### src/hdl/drs_pkg.sv
// ----------------------------------------------------------------------------
// drs_pkg: shared types and constants of the disk request scheduler
// policy codes, request record, controller/datapath command and status
// ----------------------------------------------------------------------------
`default_nettype none
package drs_pkg;

  localparam int unsigned DefQueueDepth = 16;

  typedef enum logic [1:0] {
    POL_FCFS = 2'd0,
    POL_SSTF = 2'd1,
    POL_LOOK = 2'd2,
    POL_RSVD = 2'd3
  } policy_e;

  typedef enum logic {
    REQ_ARRIVE   = 1'b0,
    REQ_COMPLETE = 1'b1
  } req_type_e;

  typedef struct packed {
    logic [15:0] id;
    logic [31:0] arrival;
    logic [15:0] cylinder;
    logic [31:0] address;
    logic [15:0] process;
  } rec_t;

  localparam int unsigned RecW = $bits(rec_t);

  // controller to datapath
  typedef struct packed {
    logic load_in;    // capture the input item
    logic arrive;     // perform arrival update
    logic scan_start; // clear the running best
    logic scan_step;  // evaluate one entry
    logic take;       // move chosen entry into service
    logic empty_done; // completion on empty queue
    logic shift_step; // move one entry down
    logic finish;     // shrink count
  } dp_cmd_t;

  // datapath to controller
  typedef struct packed {
    logic is_complete;
    logic queue_empty;
    logic scan_last;
    logic shift_last;
  } dp_sts_t;

endpackage
`default_nettype wire

### src/hdl/drs_if.sv
// ----------------------------------------------------------------------------
// drs_in_if / drs_out_if: valid/ready channels of the scheduler
// source drives valid and payload, sink drives ready
// ----------------------------------------------------------------------------
`default_nettype none
interface drs_in_if;
  logic        valid;
  logic        ready;
  logic        req_type;
  logic [15:0] req_id;
  logic [31:0] req_arrival;
  logic [15:0] req_cylinder;
  logic [31:0] req_address;
  logic [15:0] req_process;
  logic [31:0] now_time;
  logic [15:0] head_cylinder;
  logic        scan_up;
  modport source (output valid, req_type, req_id, req_arrival, req_cylinder,
                  req_address, req_process, now_time, head_cylinder, scan_up,
                  input ready);
  modport sink (input valid, req_type, req_id, req_arrival, req_cylinder,
                req_address, req_process, now_time, head_cylinder, scan_up,
                output ready);
endinterface

interface drs_out_if;
  logic        valid;
  logic        ready;
  logic [15:0] out_id;
  logic [31:0] out_arrival;
  logic [15:0] out_cylinder;
  logic [31:0] out_address;
  logic [15:0] out_process;
  logic        dropped;
  logic [4:0]  queue_level;
  modport source (output valid, out_id, out_arrival, out_cylinder, out_address,
                  out_process, dropped, queue_level, input ready);
  modport sink (input valid, out_id, out_arrival, out_cylinder, out_address,
                out_process, dropped, queue_level, output ready);
endinterface
`default_nettype wire

### src/hdl/drs_ram.sv
// ----------------------------------------------------------------------------
// drs_ram: generic single-write, single-read ram
// one write port, one read port with registered data
// ----------------------------------------------------------------------------
`default_nettype none
module drs_ram #(
  parameter int unsigned Width = 8,
  parameter int unsigned Depth = 16
) (
  input  wire logic                     clk_i,
  input  wire logic                     we_i,
  input  wire logic [$clog2(Depth)-1:0] waddr_i,
  input  wire logic [Width-1:0]         wdata_i,
  input  wire logic [$clog2(Depth)-1:0] raddr_i,
  output logic [Width-1:0]              rdata_o
);
  logic [Width-1:0] mem_q [Depth];

  always_ff @(posedge clk_i) begin
    if (we_i) begin
      mem_q[waddr_i] <= wdata_i;
    end
    rdata_o <= mem_q[raddr_i];
  end
endmodule
`default_nettype wire

### src/hdl/drs_datapath.sv
// ----------------------------------------------------------------------------
// drs_datapath: queue memory, request in service and selection scan
// scans one entry a cycle to pick the best, then shifts the tail down
// ----------------------------------------------------------------------------
`default_nettype none
module drs_datapath
  import drs_pkg::*;
#(
  parameter int unsigned QueueDepth = DefQueueDepth
) (
  input  wire logic  clk_i,
  input  wire logic  rst_ni,
  input  wire logic [1:0] policy_i,
  input  wire logic  req_type_i,
  input  wire rec_t  req_i,
  input  wire logic [31:0] now_time_i,
  input  wire logic [15:0] head_i,
  input  wire logic  scan_up_i,
  input  wire dp_cmd_t cmd_i,
  output dp_sts_t    sts_o,
  output rec_t       serv_o,
  output logic       dropped_o,
  output logic [4:0] level_o
);
  localparam int unsigned AddrW = $clog2(QueueDepth);
  localparam int unsigned CntW  = $clog2(QueueDepth + 1);

  // look classes, lower is preferred
  localparam logic [1:0] ClsSame    = 2'd0;
  localparam logic [1:0] ClsAlong   = 2'd1;
  localparam logic [1:0] ClsAgainst = 2'd2;

  logic [CntW-1:0] count_q, count_d;
  rec_t serv_q, serv_d;
  logic dropped_q, dropped_d;
  rec_t in_rec_q;
  logic type_q, up_q;
  logic [31:0] now_q;
  logic [15:0] head_q;
  logic [1:0] pol_q;

  // scan state: the read address is registered through the ram, so it leads the data on rdata
  logic [CntW-1:0] idx_q, idx_d;        // entry index of data now on rdata
  logic [AddrW-1:0] best_q, best_d;
  logic [31:0] best_arr_q, best_arr_d;
  logic [15:0] best_dist_q, best_dist_d;
  logic [1:0]  best_cls_q, best_cls_d;
  logic        have_q, have_d;

  logic we;
  logic [AddrW-1:0] waddr, raddr;
  rec_t wdata, rdata;

  drs_ram #(.Width(RecW), .Depth(QueueDepth)) u_ram (
    .clk_i  (clk_i),
    .we_i   (we),
    .waddr_i(waddr),
    .wdata_i(wdata),
    .raddr_i(raddr),
    .rdata_o(rdata)
  );

  // candidate metrics
  logic [15:0] cand_dist;
  logic [1:0]  cls;
  logic        better;
  always_comb begin
    cand_dist = (rdata.cylinder > head_q) ? rdata.cylinder - head_q
                                          : head_q - rdata.cylinder;
    if (rdata.cylinder == head_q) begin
      cls = ClsSame;
    end else if (up_q ? (rdata.cylinder > head_q) : (rdata.cylinder < head_q)) begin
      cls = ClsAlong;
    end else begin
      cls = ClsAgainst;
    end
    better = 1'b0;
    case (pol_q)
      POL_FCFS: better = rdata.arrival < best_arr_q;
      POL_SSTF: better = (cand_dist < best_dist_q) ||
                         (cand_dist == best_dist_q && rdata.arrival < best_arr_q);
      default: begin
        if (cls < best_cls_q) begin
          better = 1'b1;
        end else if (cls == best_cls_q) begin
          if (cls == ClsSame) better = rdata.arrival < best_arr_q;
          else                better = cand_dist < best_dist_q;
        end
      end
    endcase
    if (!have_q) better = 1'b1;
  end

  logic serv_zero;
  assign serv_zero = (serv_q == '0);

  always_comb begin
    count_d     = count_q;
    serv_d      = serv_q;
    dropped_d   = dropped_q;
    idx_d       = idx_q;
    best_d      = best_q;
    best_arr_d  = best_arr_q;
    best_dist_d = best_dist_q;
    best_cls_d  = best_cls_q;
    have_d      = have_q;
    we          = 1'b0;
    waddr       = count_q[AddrW-1:0];
    wdata       = in_rec_q;
    raddr       = '0;
    if (cmd_i.arrive) begin
      dropped_d = 1'b0;
      if (serv_zero) begin
        serv_d = in_rec_q;
      end else if (count_q < CntW'(QueueDepth)) begin
        if (pol_q == POL_FCFS) wdata.arrival = now_q;
        we      = 1'b1;
        count_d = count_q + 1'b1;
      end else begin
        dropped_d = 1'b1;
      end
    end
    if (cmd_i.empty_done) begin
      serv_d    = '0;
      dropped_d = 1'b0;
    end
    if (cmd_i.scan_start) begin
      // read of entry 0 issued now
      raddr  = '0;
      idx_d  = '0;
      have_d = 1'b0;
      dropped_d = 1'b0;
    end
    if (cmd_i.scan_step) begin
      if (better) begin
        best_d      = idx_q[AddrW-1:0];
        best_arr_d  = rdata.arrival;
        best_dist_d = cand_dist;
        best_cls_d  = cls;
        have_d      = 1'b1;
      end
      idx_d = idx_q + 1'b1;
      raddr = (idx_q + 1'b1 < count_q) ? AddrW'(idx_q + 1'b1) : (better ? idx_q[AddrW-1:0] : best_q);
    end
    if (cmd_i.take) begin
      // rdata holds the chosen entry
      serv_d = rdata;
      idx_d  = CntW'(best_q);
      raddr  = AddrW'(CntW'(best_q) + 1'b1);
    end
    if (cmd_i.shift_step) begin
      we    = 1'b1;
      waddr = idx_q[AddrW-1:0];
      wdata = rdata;
      idx_d = idx_q + 1'b1;
      raddr = AddrW'(idx_q + 2'd2);
    end
    if (cmd_i.finish) begin
      count_d = count_q - 1'b1;
    end
  end

  always_ff @(posedge clk_i or negedge rst_ni) begin
    if (!rst_ni) begin
      count_q   <= '0;
      serv_q    <= '0;
      dropped_q <= 1'b0;
      idx_q     <= '0;
      have_q    <= 1'b0;
    end else begin
      count_q   <= count_d;
      serv_q    <= serv_d;
      dropped_q <= dropped_d;
      idx_q     <= idx_d;
      have_q    <= have_d;
    end
  end

  always_ff @(posedge clk_i) begin
    best_q      <= best_d;
    best_arr_q  <= best_arr_d;
    best_dist_q <= best_dist_d;
    best_cls_q  <= best_cls_d;
    if (cmd_i.load_in) begin
      in_rec_q <= req_i;
      type_q   <= req_type_i;
      up_q     <= scan_up_i;
      now_q    <= now_time_i;
      head_q   <= head_i;
      pol_q    <= policy_i;
    end
  end

  assign sts_o.is_complete = type_q;
  assign sts_o.queue_empty = (count_q == '0);
  assign sts_o.scan_last   = (idx_q + 1'b1 >= count_q);
  // gap closed once the entry at idx has no successor
  assign sts_o.shift_last  = (idx_q + 1'b1 >= count_q);
  assign serv_o    = serv_q;
  assign dropped_o = dropped_q;
  assign level_o   = 5'(count_q);
endmodule
`default_nettype wire

### src/hdl/drs_ctrl.sv
// ----------------------------------------------------------------------------
// drs_ctrl: scheduler sequencer
// steps an item through load and dispatch, and a completion on a non-empty
// queue also through scan, take and shift, then offers the result
`default_nettype none
module drs_ctrl
  import drs_pkg::*;
(
  input  wire logic    clk_i,
  input  wire logic    rst_ni,
  input  wire logic    in_valid_i,
  output logic         in_ready_o,
  output logic         out_valid_o,
  input  wire logic    out_ready_i,
  input  wire dp_sts_t sts_i,
  output dp_cmd_t      cmd_o
);
  typedef enum logic [6:0] {
    ST_IDLE  = 7'b0000001,
    ST_DISP  = 7'b0000010,
    ST_SCAN0 = 7'b0000100,
    ST_SCAN  = 7'b0001000,
    ST_TAKE  = 7'b0010000,
    ST_SHIFT = 7'b0100000,
    ST_DONE  = 7'b1000000
  } state_e;

  state_e state_q, state_d;
  logic   out_valid_q, out_valid_d;

  always_comb begin
    state_d     = state_q;
    out_valid_d = out_valid_q;
    cmd_o       = '0;
    if (out_valid_q && out_ready_i) out_valid_d = 1'b0;
    in_ready_o  = (state_q == ST_IDLE) && (!out_valid_q || out_ready_i);
    case (state_q)
      ST_IDLE: begin
        if (in_valid_i && in_ready_o) begin
          cmd_o.load_in = 1'b1;
          state_d = ST_DISP;
        end
      end
      ST_DISP: begin
        if (!sts_i.is_complete) begin
          cmd_o.arrive = 1'b1;
          state_d = ST_DONE;
        end else if (sts_i.queue_empty) begin
          cmd_o.empty_done = 1'b1;
          state_d = ST_DONE;
        end else begin
          cmd_o.scan_start = 1'b1;
          state_d = ST_SCAN;
        end
      end
      ST_SCAN0: state_d = ST_SCAN;
      ST_SCAN: begin
        cmd_o.scan_step = 1'b1;
        if (sts_i.scan_last) state_d = ST_TAKE;
      end
      ST_TAKE: begin
        cmd_o.take = 1'b1;
        state_d = ST_SHIFT;
      end
      ST_SHIFT: begin
        if (sts_i.shift_last) begin
          cmd_o.finish = 1'b1;
          state_d = ST_DONE;
        end else begin
          cmd_o.shift_step = 1'b1;
        end
      end
      ST_DONE: begin
        if (!out_valid_d) begin
          out_valid_d = 1'b1;
          state_d = ST_IDLE;
        end
      end
      default: state_d = ST_IDLE;
    endcase
  end

  always_ff @(posedge clk_i or negedge rst_ni) begin
    if (!rst_ni) begin
      state_q     <= ST_IDLE;
      out_valid_q <= 1'b0;
    end else begin
      state_q     <= state_d;
      out_valid_q <= out_valid_d;
    end
  end

  assign out_valid_o = out_valid_q;
endmodule
`default_nettype wire

### src/hdl/disk_request_scheduler.sv
// ----------------------------------------------------------------------------
// disk_request_scheduler: fcfs / sstf / look disk request scheduler
// keeps one request in service and a queue, answers each item with one result
// ----------------------------------------------------------------------------
// Each accepted item produces exactly one result showing the request in
// service afterwards, the drop flag and the queue level. A completion on a
// non-empty queue of n entries scans the queue memory one entry a cycle
// through its registered read port, then closes the gap one entry a cycle.
// One item is in work at a time; the result register lets the next item in
// once the result is taken or in the cycle it is taken. The policy register
// is to be written by cfg_we_i only while idle; the block itself does not
// enforce it. Code 3 acts as look.
`default_nettype none
module disk_request_scheduler
  import drs_pkg::*;
#(
  parameter int unsigned QueueDepth = DefQueueDepth
) (
  input  wire logic       clk_i,
  input  wire logic       rst_ni,
  input  wire logic       cfg_we_i,
  input  wire logic [1:0] cfg_wdata_i,
  drs_in_if.sink          req_i,
  drs_out_if.source       rsp_o
);
  logic [1:0] policy_q;
  dp_cmd_t    cmd;
  dp_sts_t    sts;
  rec_t       in_rec, serv;

  // policy register
  always_ff @(posedge clk_i or negedge rst_ni) begin
    if (!rst_ni) begin
      policy_q <= POL_FCFS;
    end else if (cfg_we_i) begin
      policy_q <= cfg_wdata_i;
    end
  end

  assign in_rec.id       = req_i.req_id;
  assign in_rec.arrival  = req_i.req_arrival;
  assign in_rec.cylinder = req_i.req_cylinder;
  assign in_rec.address  = req_i.req_address;
  assign in_rec.process  = req_i.req_process;

  // sequencer
  drs_ctrl u_ctrl (
    .clk_i      (clk_i),
    .rst_ni     (rst_ni),
    .in_valid_i (req_i.valid),
    .in_ready_o (req_i.ready),
    .out_valid_o(rsp_o.valid),
    .out_ready_i(rsp_o.ready),
    .sts_i      (sts),
    .cmd_o      (cmd)
  );

  // queue, service register and selection scan
  drs_datapath #(.QueueDepth(QueueDepth)) u_dp (
    .clk_i     (clk_i),
    .rst_ni    (rst_ni),
    .policy_i  (policy_q),
    .req_type_i(req_i.req_type),
    .req_i     (in_rec),
    .now_time_i(req_i.now_time),
    .head_i    (req_i.head_cylinder),
    .scan_up_i (req_i.scan_up),
    .cmd_i     (cmd),
    .sts_o     (sts),
    .serv_o    (serv),
    .dropped_o (rsp_o.dropped),
    .level_o   (rsp_o.queue_level)
  );

  assign rsp_o.out_id       = serv.id;
  assign rsp_o.out_arrival  = serv.arrival;
  assign rsp_o.out_cylinder = serv.cylinder;
  assign rsp_o.out_address  = serv.address;
  assign rsp_o.out_process  = serv.process;
endmodule
`default_nettype wire

### src/flat_wrapper.sv
// flat-port wrapper written by rule: the top's interface ports become plain ports
module disk_request_scheduler_flat import drs_pkg::*;
#(
  parameter int unsigned QueueDepth = DefQueueDepth
)
  (clk_i, rst_ni, cfg_we_i, cfg_wdata_i, req_i_valid, req_i_req_type, req_i_req_id, req_i_req_arrival, req_i_req_cylinder, req_i_req_address, req_i_req_process, req_i_now_time, req_i_head_cylinder, req_i_scan_up, req_i_ready, rsp_o_valid, rsp_o_out_id, rsp_o_out_arrival, rsp_o_out_cylinder, rsp_o_out_address, rsp_o_out_process, rsp_o_dropped, rsp_o_queue_level, rsp_o_ready);
  drs_in_if req_i_i ();
  drs_out_if rsp_o_i ();
  input  wire logic clk_i;
  input  wire logic rst_ni;
  input  wire logic cfg_we_i;
  input  wire logic [1:0] cfg_wdata_i;
  input wire logic [$bits(req_i_i.valid)-1:0] req_i_valid;
  input wire logic [$bits(req_i_i.req_type)-1:0] req_i_req_type;
  input wire logic [$bits(req_i_i.req_id)-1:0] req_i_req_id;
  input wire logic [$bits(req_i_i.req_arrival)-1:0] req_i_req_arrival;
  input wire logic [$bits(req_i_i.req_cylinder)-1:0] req_i_req_cylinder;
  input wire logic [$bits(req_i_i.req_address)-1:0] req_i_req_address;
  input wire logic [$bits(req_i_i.req_process)-1:0] req_i_req_process;
  input wire logic [$bits(req_i_i.now_time)-1:0] req_i_now_time;
  input wire logic [$bits(req_i_i.head_cylinder)-1:0] req_i_head_cylinder;
  input wire logic [$bits(req_i_i.scan_up)-1:0] req_i_scan_up;
  output wire logic [$bits(req_i_i.ready)-1:0] req_i_ready;
  output wire logic [$bits(rsp_o_i.valid)-1:0] rsp_o_valid;
  output wire logic [$bits(rsp_o_i.out_id)-1:0] rsp_o_out_id;
  output wire logic [$bits(rsp_o_i.out_arrival)-1:0] rsp_o_out_arrival;
  output wire logic [$bits(rsp_o_i.out_cylinder)-1:0] rsp_o_out_cylinder;
  output wire logic [$bits(rsp_o_i.out_address)-1:0] rsp_o_out_address;
  output wire logic [$bits(rsp_o_i.out_process)-1:0] rsp_o_out_process;
  output wire logic [$bits(rsp_o_i.dropped)-1:0] rsp_o_dropped;
  output wire logic [$bits(rsp_o_i.queue_level)-1:0] rsp_o_queue_level;
  input wire logic [$bits(rsp_o_i.ready)-1:0] rsp_o_ready;
  assign req_i_i.valid = req_i_valid;
  assign req_i_i.req_type = req_i_req_type;
  assign req_i_i.req_id = req_i_req_id;
  assign req_i_i.req_arrival = req_i_req_arrival;
  assign req_i_i.req_cylinder = req_i_req_cylinder;
  assign req_i_i.req_address = req_i_req_address;
  assign req_i_i.req_process = req_i_req_process;
  assign req_i_i.now_time = req_i_now_time;
  assign req_i_i.head_cylinder = req_i_head_cylinder;
  assign req_i_i.scan_up = req_i_scan_up;
  assign req_i_ready = req_i_i.ready;
  assign rsp_o_valid = rsp_o_i.valid;
  assign rsp_o_out_id = rsp_o_i.out_id;
  assign rsp_o_out_arrival = rsp_o_i.out_arrival;
  assign rsp_o_out_cylinder = rsp_o_i.out_cylinder;
  assign rsp_o_out_address = rsp_o_i.out_address;
  assign rsp_o_out_process = rsp_o_i.out_process;
  assign rsp_o_dropped = rsp_o_i.dropped;
  assign rsp_o_queue_level = rsp_o_i.queue_level;
  assign rsp_o_i.ready = rsp_o_ready;
  disk_request_scheduler #(.QueueDepth(QueueDepth)) u_core (.clk_i(clk_i), .rst_ni(rst_ni), .cfg_we_i(cfg_we_i), .cfg_wdata_i(cfg_wdata_i), .req_i(req_i_i), .rsp_o(rsp_o_i));
endmodule
### config.mk
export PLATFORM = sky130hd
export DESIGN_NAME = disk_request_scheduler_flat
export DESIGN_NICKNAME = d
export VERILOG_FILES = /design/src/hdl/drs_pkg.sv /design/src/hdl/drs_if.sv /design/src/hdl/drs_ram.sv /design/src/hdl/drs_datapath.sv /design/src/hdl/drs_ctrl.sv /design/src/hdl/disk_request_scheduler.sv /design/src/flat_wrapper.sv
export SDC_FILE = /design/constraint.sdc
export NUM_CORES = 2
export LEC_CHECK = 0
export BUFFER_PORTS_ARGS = -buffer_cell sky130_fd_sc_hd__buf_2
export CORE_ASPECT_RATIO = 0.6
export CORE_MARGIN = 8
export CORE_UTILIZATION = 45
export CTS_CLUSTER_SIZE = 30
export DETAILED_ROUTE_END_ITERATION = 10
export PLACE_DENSITY = 0.7
export REMOVE_ABC_BUFFERS = 1
export SYNTH_ARGS = -nofsm -noshare
export SYNTH_HDL_FRONTEND = slang
export SYNTH_HIERARCHICAL = 1
export SYNTH_SLANG_ARGS = --single-unit
### constraint.sdc
create_clock -name clk_i -period 39.7 [get_ports clk_i]
set_input_delay 7.94 -clock clk_i [delete_from_list [all_inputs] [get_ports clk_i]]
set_output_delay 7.94 -clock clk_i [all_outputs]
set_load 0.02 [all_outputs]
## Word-level counts from Yosys, hierarchy flattened

Memories as Yosys holds them, arrays and structs flattened. A register that Yosys moved wholly into a read port is not among the register bits.
Cells that the tools add are included.

- Flip-flop bits (word level): 352
- Bits in latches: 0
- RAM bits: 1792
- ROM bits: 0
- Bits of input ports: 169
- Logic and storage cells: 148
- Memories: 1

Memory list:

| name | words | bits a word | rd ports | clocked after memory_dff | wr ports | line | text |
|---|---|---|---|---|---|---|---|
| u_core.u_dp.u_ram.mem_q | 16 | 112 | 1 | 1 | 1 | drs_ram.sv:17 | `logic [Width-1:0] mem_q [Depth];` |

- Add/sub/neg operators: 7
- Multipliers: 0
- Divide/modulo/power cells: 0
- Magnitude comparators: 8
- Equal/unequal tests: 16
- Shift operators: 0
- Multiplexer cells: 69
- Bitwise logic cells: 0
- Reduce and logical (&&, ||, !) cells: 21

Operators by type and width:

| cell | count |
|---|---|
| $mux 112 | 5 |
| $mux 32 | 4 |
| $logic_not 112->1 | 1 |
| $pmux 7 s7 | 1 |
| $mux 7 | 6 |
| $mux 5 | 8 |
| $mux 1 | 33 |
| $eq 16x16->1 | 2 |
| $lt 16x16->1 | 2 |
| $lt 32x32->1 | 1 |
| $sub 16x16->16 | 2 |
| $mux 4 | 6 |
| $gt 16x16->1 | 1 |
| $mux 16 | 1 |
| $add 5x1->5 const B | 2 |
| $reduce_bool 3->1 | 3 |
| $mux 2 | 4 |
| $ne 2x1->1 const B | 4 |
| $eq 7x1->1 const B | 1 |
| $eq 7x2->1 const B | 1 |
| $eq 7x3->1 const B | 1 |
| $eq 7x4->1 const B | 1 |
| $eq 7x5->1 const B | 1 |
| $eq 7x6->1 const B | 1 |
| 22 further kinds | 29 |

## Longest topological paths before layout

- Depth after elaboration: 15
- Gate-level depth with buffers: 29
- Depth with buffers taken out: 24

## Cells and area by module

Netlist, hierarchy kept.

By module, submodules not included:

| module | times used | cells an instance | area an instance (µm²) |
|---|---|---|---|
| drs_ram | 1 | 2864 | 69180.1 |
| drs_datapath | 1 | 1502 | 17255.3 |
| drs_ctrl | 1 | 50 | 525.5 |
| disk_request_scheduler | 1 | 4 | 72.6 |

## Worst setup path after synthesis

Ideal clock, no wire load.

- Path kind: in2out
- Start point: in rsp_o_ready
- End point: out req_i_ready
- Arrival time: 8.440 ns
- Required time: 31.760 ns
- Path slack: 23.320 ns
- Stages: 2
- Path through: and2b_2 > nor2_1

- Cells in the longest elaborated chain, start to end: 2

Ends and longest elaborated chain:

| element | line | text |
|---|---|---|
| start: declaration | flat_wrapper.sv:32 | `input wire logic [$bits(rsp_o_i.ready)-1:0] rsp_o_ready;` |
| $logic_or 1x1->1 | drs_ctrl.sv:36 | `in_ready_o = (state_q == ST_IDLE) && (!out_valid_q \|\| out_ready_i);` |
| $logic_and 1x1->1 | drs_ctrl.sv:36 |  |
| end: declaration | flat_wrapper.sv:23 | `output wire logic [$bits(req_i_i.ready)-1:0] req_i_ready;` |

No other way between the ends.

## Final worst setup path

Same ends and word-level chain as after synthesis.

==> reports/results.tsv <==
stage	metric	value	unit
clocking	cts_tree	built	
routing	wl	223000	microns
sta	report.final.slew_viol_count	0	
floorplan	die_w	584	microns
placement	io_buffers	288	
clocking	root_buffer	clkbuf_16	
placement	placed_cells	7176	
sta	hold_viol_final	0	
sta	slew_headroom	0.177	
synth	syn_avg_cell_area	19.7	sq um
worst_setup_path	worstPathRequired	31.76	ns
synth	mappedNetlistArea	87000	sq um
floorplan	start_util	0.451	
global_route	antenna_found_initial	8	
floorplan	fp.dieArea	208000	sq um
cells_and_area	fin_cells	7550	
worst_setup_path	r2r-start	u_core/u_dp/head_q[9]	
placement	post_dp_cell_area	91700	sq um
worst_hold_path	hold_start	u_core/u_dp/u_ram/rdata_o[64]	
worst_setup_path	crit_fanout	4	
cells_and_area	post_route_cells_drive_above_1_share	0.263	
clocking	ctsHoldBuffers	0	
routing	drc_errors	0	
worst_setup_path	ff2ff_path_depth	27	
routing	viasPerCell	5.94	
cells_and_area	syn_to_final_growth	13.5	%
worst_setup_path	cp-end-kind	primary output	
routing	avgRoutedWirePerCell	29.5	microns
sta	rsz0062_at_grt	false	
synth	yosysSeqAreaShare	0.758	
worst_setup_path	crit_type	in -> out	
clocking	cts_sinks	2255	
pwr	p_leak	32.6	nW
cells_and_area	utilization	0.512	
sta	setup_violations	0	
sta	setup_slack	23.20	ns
worst_setup_path	cp.arrival	8.56	ns
sta	fin_setup_tns	0	ns
floorplan	die_y	357	microns
synth	synth_edf_count	2010	
synth	synth_seq_cells	2255	
cells_and_area	final_common_cell	edfxtp_1	
clocking	cts_resized	0	
sta	min_period	16.50	ns
floorplan	core	193000	sq um
pwr	peakVddDrop	0.0429	mV
worst_setup_path	startpoint_type	input port	
synth	async_flop_share	0.0590	
placement	dp_hpwl	117000	microns
clocking	clock_latency	0.86	ns
pwr	p_per_area	59.4	nW/um^2
run	max-cap-violations	0	
floorplan	num_io_pins	289	
synth	ys_warn_count	6	
worst_setup_path	reg2reg_slack	28.71	ns
synth	netlist_instances	4420	
worst_setup_path	r2r-end	u_core/u_dp/u_ram/rdata_o[101]	
routing	drtPass1Iterations	5	
routing	num_vias	44800	
routing	drtIter0Drc	5594	
clocking	cts_made_buffers	204	
clocking	post-cts-setup-buffer-count	0	
worst_hold_path	hold_depth	0	
placement	dp_slack	23.19	ns
run_status	status	finished, final reports clean	
synth	ys.flop_type	edfxtp_1	
cells_and_area	final_cell_mix	2010 x edfxtp_1, 448 x mux4_2, 341 x a22oi_1, 293 x nand2_1, 287 x buf_2	
sta	fmax	60.6	MHz
cells_and_area	finalInstanceArea	98700	sq um
synth	synth_cell_types	74	
floorplan	row_count	125	
worst_hold_path	hold_class	reg -> reg	
clocking	clk_pin_slew	0.07	ns
global_route	grt_usage	0.210	
global_route	grt_pass1_wl	320000	microns
clocking	cts_max_level	4	
sta	tightest_slew	1.22	ns
worst_hold_path	hold-path-endpoint	u_core/u_dp/best_arr_q[0]	
sta	fin_crit_sh	0.416	
global_route	grt_pass1_vias	45100	
sta	hold_slack	0.485	ns
pwr	fin_total_pwr	5.86	mW
sta	skew	0.0832	ns
placement	place_congestion	0.778	
global_route	grt_max_degree	151	
global_route	gr-total-overflow	0	
cells_and_area	nets	5043	
clocking	clockBufferDepth	4	
routing	antenna_left	0	
[flip-flops by register name, summed over array words and instances (netlist names), 16 cells and up]
| signal | flops |
|---|---|
| u_core/u_dp/u_ram/mem_q | 1792 |
| u_core/u_dp/in_rec_q | 112 |
| u_core/u_dp/serv_o | 112 |
| u_core/u_dp/u_ram/rdata_o | 112 |
| u_core/u_dp/best_arr_q | 32 |
| u_core/u_dp/now_q | 32 |
| u_core/u_dp/best_dist_q | 16 |
| u_core/u_dp/head_q | 16 |
[critical path, cell delays in order]
cell	delay, ns
buf_2	0.07
and2b_2	0.23
nor2_1	0.12
buf_2	0.19
[synth_stat cells (6+ instances only)]
master / n / area [sq um]
and4_1: 6 / 52.6
mux4_2: 448 / 10100
nand3_1: 14 / 70.1
dfxtp_1: 112 / 2240
nor3_1: 14 / 70.1
a31oi_1: 7 / 43.8
xnor2_1: 11 / 96.3
nand4_1: 21 / 131
buf_1: 50 / 188
buf_4: 38 / 285
clkbuf_1: 109 / 409
a21o_1: 22 / 165
dfrtp_1: 132 / 3300
nand2_1: 293 / 1100
xor2_1: 14 / 123
a21oi_1: 45 / 225
a211oi_1: 8 / 60.1
edfxtp_1: 2010 / 60400
nor2_1: 43 / 161
mux2i_1: 39 / 390
inv_1: 104 / 390
a22oi_1: 341 / 2560
mux2_2: 86 / 968
ha_1: 92 / 1150
o21ai_0: 169 / 846
a22o_1: 6 / 52.6
buf_2: 26 / 130
nor2b_1: 10 / 62.6
nor4_1: 33 / 206
nand2b_1: 10 / 62.6
buf_6: 17 / 191
[where the power goes]
| group | switching (mW) | internal, mW | total [mW] |
|---|---|---|---|
| registers | 0.137 | 2.85 | 2.99 |
| logic | 0.555 | 0.252 | 0.806 |
| clock network | 0.867 | 1.20 | 2.06 |
| total | 1.56 | 4.30 | 5.86 |
[final cells by class]
class	count	area (sq um)
fillers	15000	94100
flip-flops and latches	2255	65900
multi-input cells	1821	19800
clock buffers	270	5690
well taps	2603	3260
repair buffers	393	2400
clock inverters	101	1310
inverters	104	390
diodes	3	7.51
[layer usage]
metal	wire, microns	GRT usage	up-vias	part of all wire
met3	22500	0.0568	308	0.10
met5	40	0	-	0.00018
met2	102000	0.323	2075	0.46
met1	92400	0.298	23700	0.41
met4	5660	0.0530	6	0.025
li1	-	-	18800	-
[worst max path at each step]
stage	cells past startpoint	slack, ns	startpoint	end
2_1_floorplan	14	-3.51	u_core/u_dp/idx_q[2]	u_core/u_dp/u_ram/rdata_o[0]
3_3_place_gp	4	23.19	rsp_o_ready	req_i_ready
3_5_place_dp	4	23.19	rsp_o_ready	req_i_ready
4_1_cts	4	23.19	rsp_o_ready	req_i_ready
5_1_grt	4	23.14	rsp_o_ready	req_i_ready
6_report	4	23.20	rsp_o_ready	req_i_ready
[kinds of logic after synthesis]
group,share of synthesized area
DFF,0.758
buffers and inverters,0.0183
xor gates and xnor gates,0.00252
AOI/OAI and AO/OA,0.0500
and+or+nand+nor,0.0257
adders and majority gates,0.0139
muxes,0.132
No activity file was read; power rests on OpenSTA's default activity.
